### src/rtl/brapx_pkg.sv
// ----------------------------------------------------------------------------
// brapx_pkg: shared types and constants of the rational approximation block
// Widths of the fixed-point input, the denominator limit and the arithmetic
// operands used by the divider, the multiply-add unit and the sequencer.
// ----------------------------------------------------------------------------
`default_nettype none

package brapx_pkg;

  localparam int FRAC_BITS = 16;
  localparam int INT_BITS  = 16;
  localparam int VAL_W     = INT_BITS + FRAC_BITS;
  localparam int LIM_W     = 16;
  localparam int NUM_W     = 32;
  localparam int P_W       = FRAC_BITS;
  localparam int Q_W       = FRAC_BITS + 1;
  localparam int A_W       = Q_W;
  localparam int MAC_W     = A_W + LIM_W;
  localparam int CNT_W     = $clog2(Q_W);

  localparam logic [LIM_W-1:0] LIM_RESET = LIM_W'(32);

  typedef struct packed {
    logic           done;
    logic [A_W-1:0] quo;
    logic [P_W-1:0] rem;
  } div_res_t;

endpackage

`default_nettype wire

### src/rtl/brapx_div.sv
// ----------------------------------------------------------------------------
// brapx_div: serial restoring divider
// Produces one quotient bit per cycle; quotient and remainder hold until the
// next start.
// ----------------------------------------------------------------------------
`default_nettype none

module brapx_div
  import brapx_pkg::*;
(
  input  wire logic           clk,
  input  wire logic           rst_n,
  input  wire logic           start,
  input  wire logic [Q_W-1:0] dividend,
  input  wire logic [P_W-1:0] divisor,
  output div_res_t            res
);

  logic             busy_r;
  logic             done_r;
  logic [CNT_W-1:0] cnt_r;
  logic [Q_W-1:0]   dvd_r;
  logic [P_W-1:0]   rem_r;
  logic [P_W-1:0]   dvs_r;

  logic [P_W:0]     trial;
  logic             take;
  logic [P_W-1:0]   rem_nxt;

  assign trial   = {rem_r, dvd_r[Q_W-1]};
  assign take    = trial >= {1'b0, dvs_r};
  assign rem_nxt = take ? P_W'(trial - {1'b0, dvs_r}) : trial[P_W-1:0];

  always_ff @(posedge clk) begin
    if (!rst_n) begin
      busy_r <= 1'b0;
      done_r <= 1'b0;
    end else begin
      done_r <= 1'b0;
      if (start) begin
        busy_r <= 1'b1;
      end else if (busy_r && cnt_r == '0) begin
        busy_r <= 1'b0;
        done_r <= 1'b1;
      end
    end
  end

  always_ff @(posedge clk) begin
    if (start) begin
      dvd_r <= dividend;
      dvs_r <= divisor;
      rem_r <= '0;
      cnt_r <= CNT_W'(Q_W - 1);
    end else if (busy_r) begin
      dvd_r <= {dvd_r[Q_W-2:0], take};
      rem_r <= rem_nxt;
      cnt_r <= cnt_r - CNT_W'(1);
    end
  end

  assign res.done = done_r;
  assign res.quo  = dvd_r;
  assign res.rem  = rem_r;

endmodule

`default_nettype wire

### src/rtl/brapx_mac.sv
// ----------------------------------------------------------------------------
// brapx_mac: shared multiply-add unit
// Registers acc + a * b; used for both convergent recurrences in turn.
// ----------------------------------------------------------------------------
`default_nettype none

module brapx_mac
  import brapx_pkg::*;
(
  input  wire logic             clk,
  input  wire logic             en,
  input  wire logic [NUM_W-1:0] acc,
  input  wire logic [A_W-1:0]   mul_a,
  input  wire logic [NUM_W-1:0] mul_b,
  output logic      [MAC_W-1:0] res
);

  logic [A_W+NUM_W-1:0] prod;
  logic [MAC_W-1:0]     res_r;

  assign prod = {{NUM_W{1'b0}}, mul_a} * {{A_W{1'b0}}, mul_b};

  always_ff @(posedge clk) begin
    if (en) begin
      res_r <= MAC_W'(acc) + prod[MAC_W-1:0];
    end
  end

  assign res = res_r;

endmodule

`default_nettype wire

### src/rtl/best_rational_approximation.sv
// ----------------------------------------------------------------------------
// best_rational_approximation: continued-fraction best rational approximation
// Expands an unsigned Q16.16 value by an exact Euclidean algorithm and returns
// the last convergent whose denominator stays within the configured limit.
//
//   Port group  Dir  Contents
//   in_*        in   value_fixed [31:0]
//   out_*       out  numerator [31:0], denominator [47:32]
//   cfg_*       in   max_denominator [15:0]
//
// Each continued-fraction term passes through the serial divider, a denominator
// multiply-add and compare, and an update; the serial divider takes most of it.
// An integer part above the limit goes straight to the final state, and an
// integer input goes there after one check of its fraction part.
// Reset is synchronous and active low and restores a limit of 32.
// The input side is ready again once a result sits in the output register;
// the next result waits in the final state until that register drains.
// ----------------------------------------------------------------------------
`default_nettype none

module best_rational_approximation
  import brapx_pkg::*;
(
  input  wire logic              clk,
  input  wire logic              rst_n,
  input  wire logic              in_tvalid,
  output logic                   in_tready,
  input  wire logic [VAL_W-1:0]  in_tdata,   // value_fixed
  output logic                   out_tvalid,
  input  wire logic              out_tready,
  output logic [NUM_W+LIM_W-1:0] out_tdata,  // numerator, denominator
  input  wire logic              cfg_we,
  input  wire logic [LIM_W-1:0]  cfg_wdata   // max_denominator
);

  localparam logic [2:0] ST_IDLE  = 3'd0;
  localparam logic [2:0] ST_CHECK = 3'd1;
  localparam logic [2:0] ST_DIV   = 3'd2;
  localparam logic [2:0] ST_MULD  = 3'd3;
  localparam logic [2:0] ST_CMPD  = 3'd4;
  localparam logic [2:0] ST_UPD   = 3'd5;
  localparam logic [2:0] ST_DONE  = 3'd6;

  logic [2:0]       state_r, state_nxt;
  logic [LIM_W-1:0] max_den_r;
  logic [LIM_W-1:0] lim_r;
  logic [Q_W-1:0]   q_r;
  logic [P_W-1:0]   p_r;
  logic [NUM_W-1:0] n0_r, n1_r;
  logic [LIM_W-1:0] d0_r, d1_r, d2_r;
  logic             out_valid_r;
  logic [NUM_W-1:0] out_num_r;
  logic [LIM_W-1:0] out_den_r;

  logic             in_acc;
  logic [LIM_W-1:0] lim_in;
  logic [LIM_W-1:0] ipart;
  logic             div_start;
  div_res_t         div_res;
  logic             mac_en;
  logic [NUM_W-1:0] mac_acc, mac_b;
  logic [MAC_W-1:0] mac_res;
  logic             d2_over;
  logic             out_load;

  assign in_tready = (state_r == ST_IDLE);
  assign in_acc    = in_tvalid && in_tready;
  assign lim_in    = (max_den_r == '0) ? LIM_W'(1) : max_den_r;
  assign ipart     = in_tdata[VAL_W-1:FRAC_BITS];
  assign div_start = (state_r == ST_CHECK) && (p_r != '0);
  assign d2_over   = mac_res > MAC_W'(lim_r);
  assign mac_en    = (state_r == ST_MULD) || ((state_r == ST_CMPD) && !d2_over);
  assign mac_acc   = (state_r == ST_MULD) ? NUM_W'(d0_r) : n0_r;
  assign mac_b     = (state_r == ST_MULD) ? NUM_W'(d1_r) : n1_r;
  assign out_load  = (state_r == ST_DONE) && (!out_valid_r || out_tready);

  brapx_div u_div (
    .clk      (clk),
    .rst_n    (rst_n),
    .start    (div_start),
    .dividend (q_r),
    .divisor  (p_r),
    .res      (div_res)
  );

  brapx_mac u_mac (
    .clk   (clk),
    .en    (mac_en),
    .acc   (mac_acc),
    .mul_a (div_res.quo),
    .mul_b (mac_b),
    .res   (mac_res)
  );

  always_comb begin
    state_nxt = state_r;
    unique case (state_r)
      ST_IDLE: begin
        if (in_acc) begin
          state_nxt = (ipart > lim_in) ? ST_DONE : ST_CHECK;
        end
      end
      ST_CHECK: begin
        state_nxt = (p_r == '0) ? ST_DONE : ST_DIV;
      end
      ST_DIV: begin
        if (div_res.done) begin
          state_nxt = ST_MULD;
        end
      end
      ST_MULD: state_nxt = ST_CMPD;
      ST_CMPD: state_nxt = d2_over ? ST_DONE : ST_UPD;
      ST_UPD:  state_nxt = ST_CHECK;
      ST_DONE: begin
        if (out_load) begin
          state_nxt = ST_IDLE;
        end
      end
      default: state_nxt = ST_IDLE;
    endcase
  end

  always_ff @(posedge clk) begin
    if (!rst_n) begin
      state_r     <= ST_IDLE;
      max_den_r   <= LIM_RESET;
      out_valid_r <= 1'b0;
    end else begin
      state_r <= state_nxt;
      if (cfg_we) begin
        max_den_r <= cfg_wdata;
      end
      if (out_load) begin
        out_valid_r <= 1'b1;
      end else if (out_tready) begin
        out_valid_r <= 1'b0;
      end
    end
  end

  always_ff @(posedge clk) begin
    if (in_acc) begin
      lim_r <= lim_in;
      q_r   <= Q_W'(1) << FRAC_BITS;
      p_r   <= in_tdata[P_W-1:0];
      n0_r  <= NUM_W'(1);
      d0_r  <= '0;
      n1_r  <= NUM_W'(ipart);
      d1_r  <= LIM_W'(1);
    end
    if (state_r == ST_CMPD) begin
      d2_r <= mac_res[LIM_W-1:0];
    end
    if (state_r == ST_UPD) begin
      n0_r <= n1_r;
      n1_r <= mac_res[NUM_W-1:0];
      d0_r <= d1_r;
      d1_r <= d2_r;
      q_r  <= {1'b0, p_r};
      p_r  <= div_res.rem;
    end
    if (out_load) begin
      out_num_r <= n1_r;
      out_den_r <= d1_r;
    end
  end

  assign out_tvalid = out_valid_r;
  assign out_tdata  = {out_den_r, out_num_r};

  a_den_nonzero: assert property (@(posedge clk) disable iff (!rst_n)
    out_valid_r |-> (out_den_r != '0))
    else $error("result denominator is zero");

  a_den_in_limit: assert property (@(posedge clk) disable iff (!rst_n)
    (state_r != ST_IDLE) |-> (d1_r <= lim_r))
    else $error("working denominator exceeds limit");

  a_div_done_in_div: assert property (@(posedge clk) disable iff (!rst_n)
    div_res.done |-> (state_r == ST_DIV))
    else $error("divider finished outside of division state");

  a_cmp_after_mul: assert property (@(posedge clk) disable iff (!rst_n)
    (state_r == ST_MULD) |=> (state_r == ST_CMPD))
    else $error("multiply not followed by compare");

endmodule

`default_nettype wire
### config.mk
export PLATFORM = sky130hd
export DESIGN_NAME = best_rational_approximation
export DESIGN_NICKNAME = d
export VERILOG_FILES = /design/src/rtl/brapx_pkg.sv /design/src/rtl/brapx_div.sv /design/src/rtl/brapx_mac.sv /design/src/rtl/best_rational_approximation.sv
export SDC_FILE = /design/constraint.sdc
export NUM_CORES = 2
export LEC_CHECK = 0
export BUFFER_PORTS_ARGS = -buffer_cell sky130_fd_sc_hd__buf_4
export CORE_AREA = 2 2 332 334
export CTS_BUF_LIST = sky130_fd_sc_hd__clkbuf_8
export CTS_CLUSTER_SIZE = 24
export DETAILED_ROUTE_END_ITERATION = 7
export DIE_AREA = 0 0 334 336
export GPL_ROUTABILITY_DRIVEN = 1
export PLACE_DENSITY = 0.37
export SYNTH_ARGS = -nofsm -noshare
export SYNTH_HDL_FRONTEND = slang
export SYNTH_SLANG_ARGS = --single-unit
### constraint.sdc
create_clock -name clk -period 7.9 [get_ports clk]
set_clock_uncertainty 0.2 [all_clocks]
set_input_delay 0.79 -clock clk [delete_from_list [all_inputs] [get_ports clk]]
set_output_delay 0.79 -clock clk [all_outputs]
set_load 0.005 [all_outputs]
== Word-level counts from Yosys, hierarchy flattened ==
Index checks and enable logic that the tools add are counted.
Operators by class
  muxes and demuxes: 30
  equal/unequal tests: 9
  bitwise operators: 1
  $add $sub $neg: 3
  shift operators: 0
  divide/modulo/power cells: 0
  reduce and logical (&&, ||, !) cells: 20
  multipliers: 1
  $lt $le $gt $ge: 3
Operators with widths (number)
  32-bit two-way mux: 6
  16-bit two-way mux: 10
  17-bit two-way mux: 2
  32-bit by 33-bit adder with 33-bit output: 1
  33-bit by 16-bit greater-than comparator with 1-bit output: 1
  17-bit by 32-bit multiplier with 33-bit output: 1
  16-bit zero test: 2
  3-bit case mux with 7 select lines: 1
  17-bit by 16-bit >= comparator with 1-bit output: 1
  16-bit greater-than comparator: 1
  16-bit nonzero test: 1
  16-bit subtractor: 1
  3-bit two-way mux: 5
  3-bit equality test, second input constant: 3
  2-bit nonzero test: 4
  3-bit by 2-bit equality test with 1-bit output, second input constant: 2
  1-bit logical AND: 5
  5-bit zero test: 1
  1-bit two-way mux: 5
  5-bit by 1-bit subtractor with 5-bit output, second input constant: 1
  2-bit by 1-bit != test with 1-bit output, second input constant: 2
  3-bit by 1-bit equality test with 1-bit output, second input constant: 1
  3-bit zero test: 1
  3-bit AND reduction: 1
  6 further kinds: 8
Word-level totals
  memory bits (read-only): 0
  input bits: 53
  latch bits: 0
  flip-flop bits (word level): 318
  memories kept: 0
  output and inout port bits: 50
  RAM bits: 0
  word-level logic and storage cells: 88

== Longest topological paths before layout ==
  depth after elaboration: 6
  depth in mapped cells: 26
  depth with buffers taken out: 24

== By module ==
A second synthesis with hierarchy kept.
Unflattened totals
  cells, all modules: 2539
  area, all modules: 27207.3 sq um
By module, submodules not included
  brapx_mac: area an instance 14256.2 sq um, sequential area each 991.0 sq um, cells an instance 1569, times used 1
  best_rational_approximation: area an instance 9793.1 sq um, sequential area each 6666.4 sq um, cells an instance 666, times used 1
  brapx_div: area an instance 3158.0 sq um, sequential area each 1451.4 sq um, cells an instance 304, times used 1

== Worst setup path before layout ==
No wires, ideal clock.
  kind: register to register
  from: reg state_r[2]
  to: reg u_mac.res_r[28], in the netlist u_mac.res[28], data pin
  required time: 7.442 ns
  path slack: 0.926 ns
  path buffers: 3
  cell stages (with the launch flop): 27
  library setup time: 0.258 ns
  arrival time: 6.516 ns
  clock period less this slack: 6.974 ns
  cells stage by stage: dfxtp_1 nand3b_1 clkbuf_1 buf_2 mux2_2 clkbuf_1 nand2_1 fa_1 inv_1 fa_1 inv_1 fa_1 inv_1 fa_1 fa_1 inv_1 fa_1 inv_1 ha_1 a21oi_1 and2b_2 o31ai_4 o21ai_2 a41o_4 a211o_1 a21oi_2 xnor2_1
On the way
  word-level cells in the longest chain between the ends: 4
  elaborated cells between the ends (all ways): 5
  classes of those cells: add/sub (1); mul (1); eq/ne (1); mux (2)
Ends and longest elaborated chain
  start, declared: line best_rational_approximation.sv:44  | logic [2:0] state_r, state_nxt;
  start signal, assigned: line best_rational_approximation.sv:129  | state_r <= state_nxt;
  3-bit by 2-bit equality test with 1-bit output *: line best_rational_approximation.sv:73, best_rational_approximation.sv:74
  32-bit two-way mux: line best_rational_approximation.sv:74  | assign mac_b = (state_r == ST_MULD) ? NUM_W'(d1_r) : n1_r;
  17-bit by 32-bit multiplier with 33-bit output: line brapx_mac.sv:21  | assign prod = {{NUM_W{1'b0}}, mul_a} * {{A_W{1'b0}}, mul_b};
  32-bit by 33-bit adder with 33-bit output *: line brapx_mac.sv:25  | res_r <= MAC_W'(acc) + prod[MAC_W-1:0];
  end signal, assigned: line brapx_mac.sv:25
  end, declared: line brapx_mac.sv:19  | logic [MAC_W-1:0] res_r;
Every way passes the cells marked *; elsewhere a longest branch is shown, timed or not.
A chain may end at the register's enable or synchronous reset.

== Worst setup path after layout ==
  from: reg state_r[2]
  to: reg u_mac.res_r[31], in the netlist u_mac.res[31], data pin
Same word-level chain as after synthesis.

==> qor.txt <==
Area Growth Syn to Fin: 13.7%
Commonest non-fill, non-tap cell in the layout: inv_1
Clock root buffer master: clkbuf_8
# rows: 121
Detailed Route WL: 81300 µm
Final critical-path share of the clock period: 94.9%
Syn Area/Cell: 10.6 µm²
Final setup violation count: 0
Fraction of layout cells with a size suffix above 1: 11.5%
Initial antenna violation count: 6
Die area: 112000 µm²
Crit path arrival time: 7.71 ns
Netlist Area Pre-Place: 26900 µm²
Tmin final: 7.50 ns
Final #Nets: 3164
PortBufs: 102
Unique cell type count in the Yosys netlist: 75
Post-synthesis cell count: 2538
FFs w/ async S/R, synth: 0%
Post-route DRC: 0
Post-DP HPWL: 62900 µm
Run status: complete, no violations
Fill count: 11.4k
Max Cap Viol: 0
Insertion delay to the later sink of the worst-skew pair: 0.71 ns
Critical path class: flip-flop to flip-flop
Detailed-route via count: 17.7k
Seq/Total Area, Yosys: 33.8%
Die X-Extent: 334 µm
Most frequent cells in the layout: 510 x inv_1, 366 x fa_1, 364 x nand2_1, 274 x edfxtp_1, 221 x and2_1
Multi-input logic area: 15500 µm²
CTS Sinks: 318
Max_slew headroom: 21.3%
Drt via density: 4.32
Syn Nets: 3075
CTS tree: done
Endpoint class of the critical path: flip-flop
RSZ-0062 raised after global routing: no
Min-Delay Path Class: input pin to flip-flop
Core region area: 108000 µm²
Post-CTS Setup Inserts: 0
Worst-path clk slew: 0.07 ns
I/O pin count: 103
Sequential cell area: 9110 µm²
DR pass1 iterations: 5
Clock Tree Buf Depth: 3
Overall Global Routing Usage: 14.8%
EDFF count, synth: 274
Starting Density: 24.8%
Initial DRC Count: 890
#FFs+latches synth: 318
Critical path startpoint category: flip-flop
Pin count of the biggest net entering global routing: 92
Peak Freq: 133 MHz
Die H: 336 µm
Min Hold Slack: 0.154 ns
TNS Setup: 0 ns
Slew Viols, Final: 0
First-pass GRT wire length: 125000 µm
Final number of hold-violating endpoints: 0
Ys flop type: edfxtp_1
CP Max Fanout: 42
H-tree depth: 2
Yosys warns: 0
Post-DR wirelength/cell: 19.9 µm
CP required: 8.12 ns
CTS resizes: 0
Num CTS Buffers: 57
Final antenna-violating net count: 0
# hold bufs at CTS: 0
Number of global-route vias before repair: 19.7k
Final weighted congestion in routability-driven placement: 0.846
Remaining Overflow, GRT: 0
Slew @ Worst Pin: 1.18 ns
-- worst max-delay path, cell delays in order, from the launching register on --
cell and delay [ns]:
dfxtp_1 0.50, nand3b_1 0.21, buf_12 0.24, buf_12 0.25, and2_1 0.53, nand2_1 0.16, fa_1 0.56, fa_1 0.52
fa_1 0.51, inv_1 0.05, fa_1 0.60, fa_1 0.46, fa_1 0.48, ha_1 0.40, a21o_1 0.22, a21o_1 0.20
nor2_1 0.11, a41oi_1 0.26, o211a_1 0.35, o21ai_1 0.13, nand2b_1 0.08, xor2_1 0.14
-- synthesized netlist by cell type, types with 26 or more instances --
master	number	area, µm²
and2_1	221	1380
ha_1	118	1480
o21ai_0	38	190
dfxtp_1	44	881
a21oi_1	55	275
mux2_2	49	552
edfxtp_1	274	8230
and3_1	33	206
clkbuf_1	116	435
fa_1	366	7330
mux2i_1	44	440
inv_1	487	1830
nand2_1	364	1370
nor2_1	37	139
xnor2_1	54	473
nor2b_1	26	163
-- routing by layer --
metal  vias to the layer above  share of wire, %  track usage [%]
li1                       8114                 -                -
met1                      9119                48             20.8
met2                       330                47             24.4
met3                        91               3.4             1.78
met4                         2               2.1             3.64
met5                         -             0.012                0
-- worst paths after layout --
kind / start / to / slack [ns] / cells past startpoint
hold reg to reg: d2_r[3]$_DFFE_PN_ / d1_r[3]$_SDFFCE_PN0P_ / 0.27 / 1
setup reg to reg: state_r[2]$_SDFFE_PN0P_ / u_mac.res[31]$_DFFE_PP_ / 0.40 / 21
setup / recovery: state_r[2]$_SDFFE_PN0P_ / u_mac.res[31]$_DFFE_PP_ / 0.40 / 21
hold / removal: cfg_wdata[5] / max_den_r[5]$_SDFFE_PN1P_ / 0.15 / 3
-- kinds of logic after synthesis --
logic type / synth area share, %
AOI/OAI and AO/OA: 4.44
and+or+nand+nor: 14.3
muxes: 3.73
DFF: 33.8
xor gates and xnor gates: 2.25
adders and majority gates: 32.7
buffers and inverters: 8.67
-- per-stage QoR --
step / util (%) / setup WS, ns / instance area (µm²) / cells
final: 28.2 / 0.405 / 30600 / 4090
after global routing: 28.2 / 0.0267 / 30600 / 4089
after CTS: 28.2 / 0.352 / 30600 / 4088
after detailed placement: 27.2 / 0.424 / 29400 / 3982
after global placement: 27.2 / 0.476 / 29400 / 3982
after floorplan: - / 0.926 / 26900 / 2538
-- area by class of cell --
cell class | count | area share (%)
Multi-Input combinational cell | 1605 | 50.6
Sequential cell | 318 | 29.8
Inverter | 487 | 5.97
Tap cell | 1414 | 5.78
Timing Repair Buffer | 158 | 4.08
Clock buffer | 64 | 2.88
Clock inverter | 42 | 0.895
Antenna cell | 2 | 0.0164
-- state kept, by name (all words and copies together) (netlist names), 3 cells and up --
| register | cells |
|---|---|
| n0_r | 32 |
| state_r | 3 |
| out_num_r | 32 |
| d0_r | 16 |
| lim_r | 16 |
| u_div.cnt_r | 5 |
| p_r | 16 |
| u_mac.res | 33 |
| u_div.dvd_r | 17 |
| max_den_r | 16 |
| out_den_r | 16 |
| u_div.rem_r | 16 |
| u_div.dvs_r | 16 |
| q_r | 17 |
| d1_r | 16 |
| d2_r | 16 |
| n1_r | 32 |
Power is left out: the tool's default activity adds up to more than one toggle a clock period on the data nets, which glitch-free logic cannot reach.
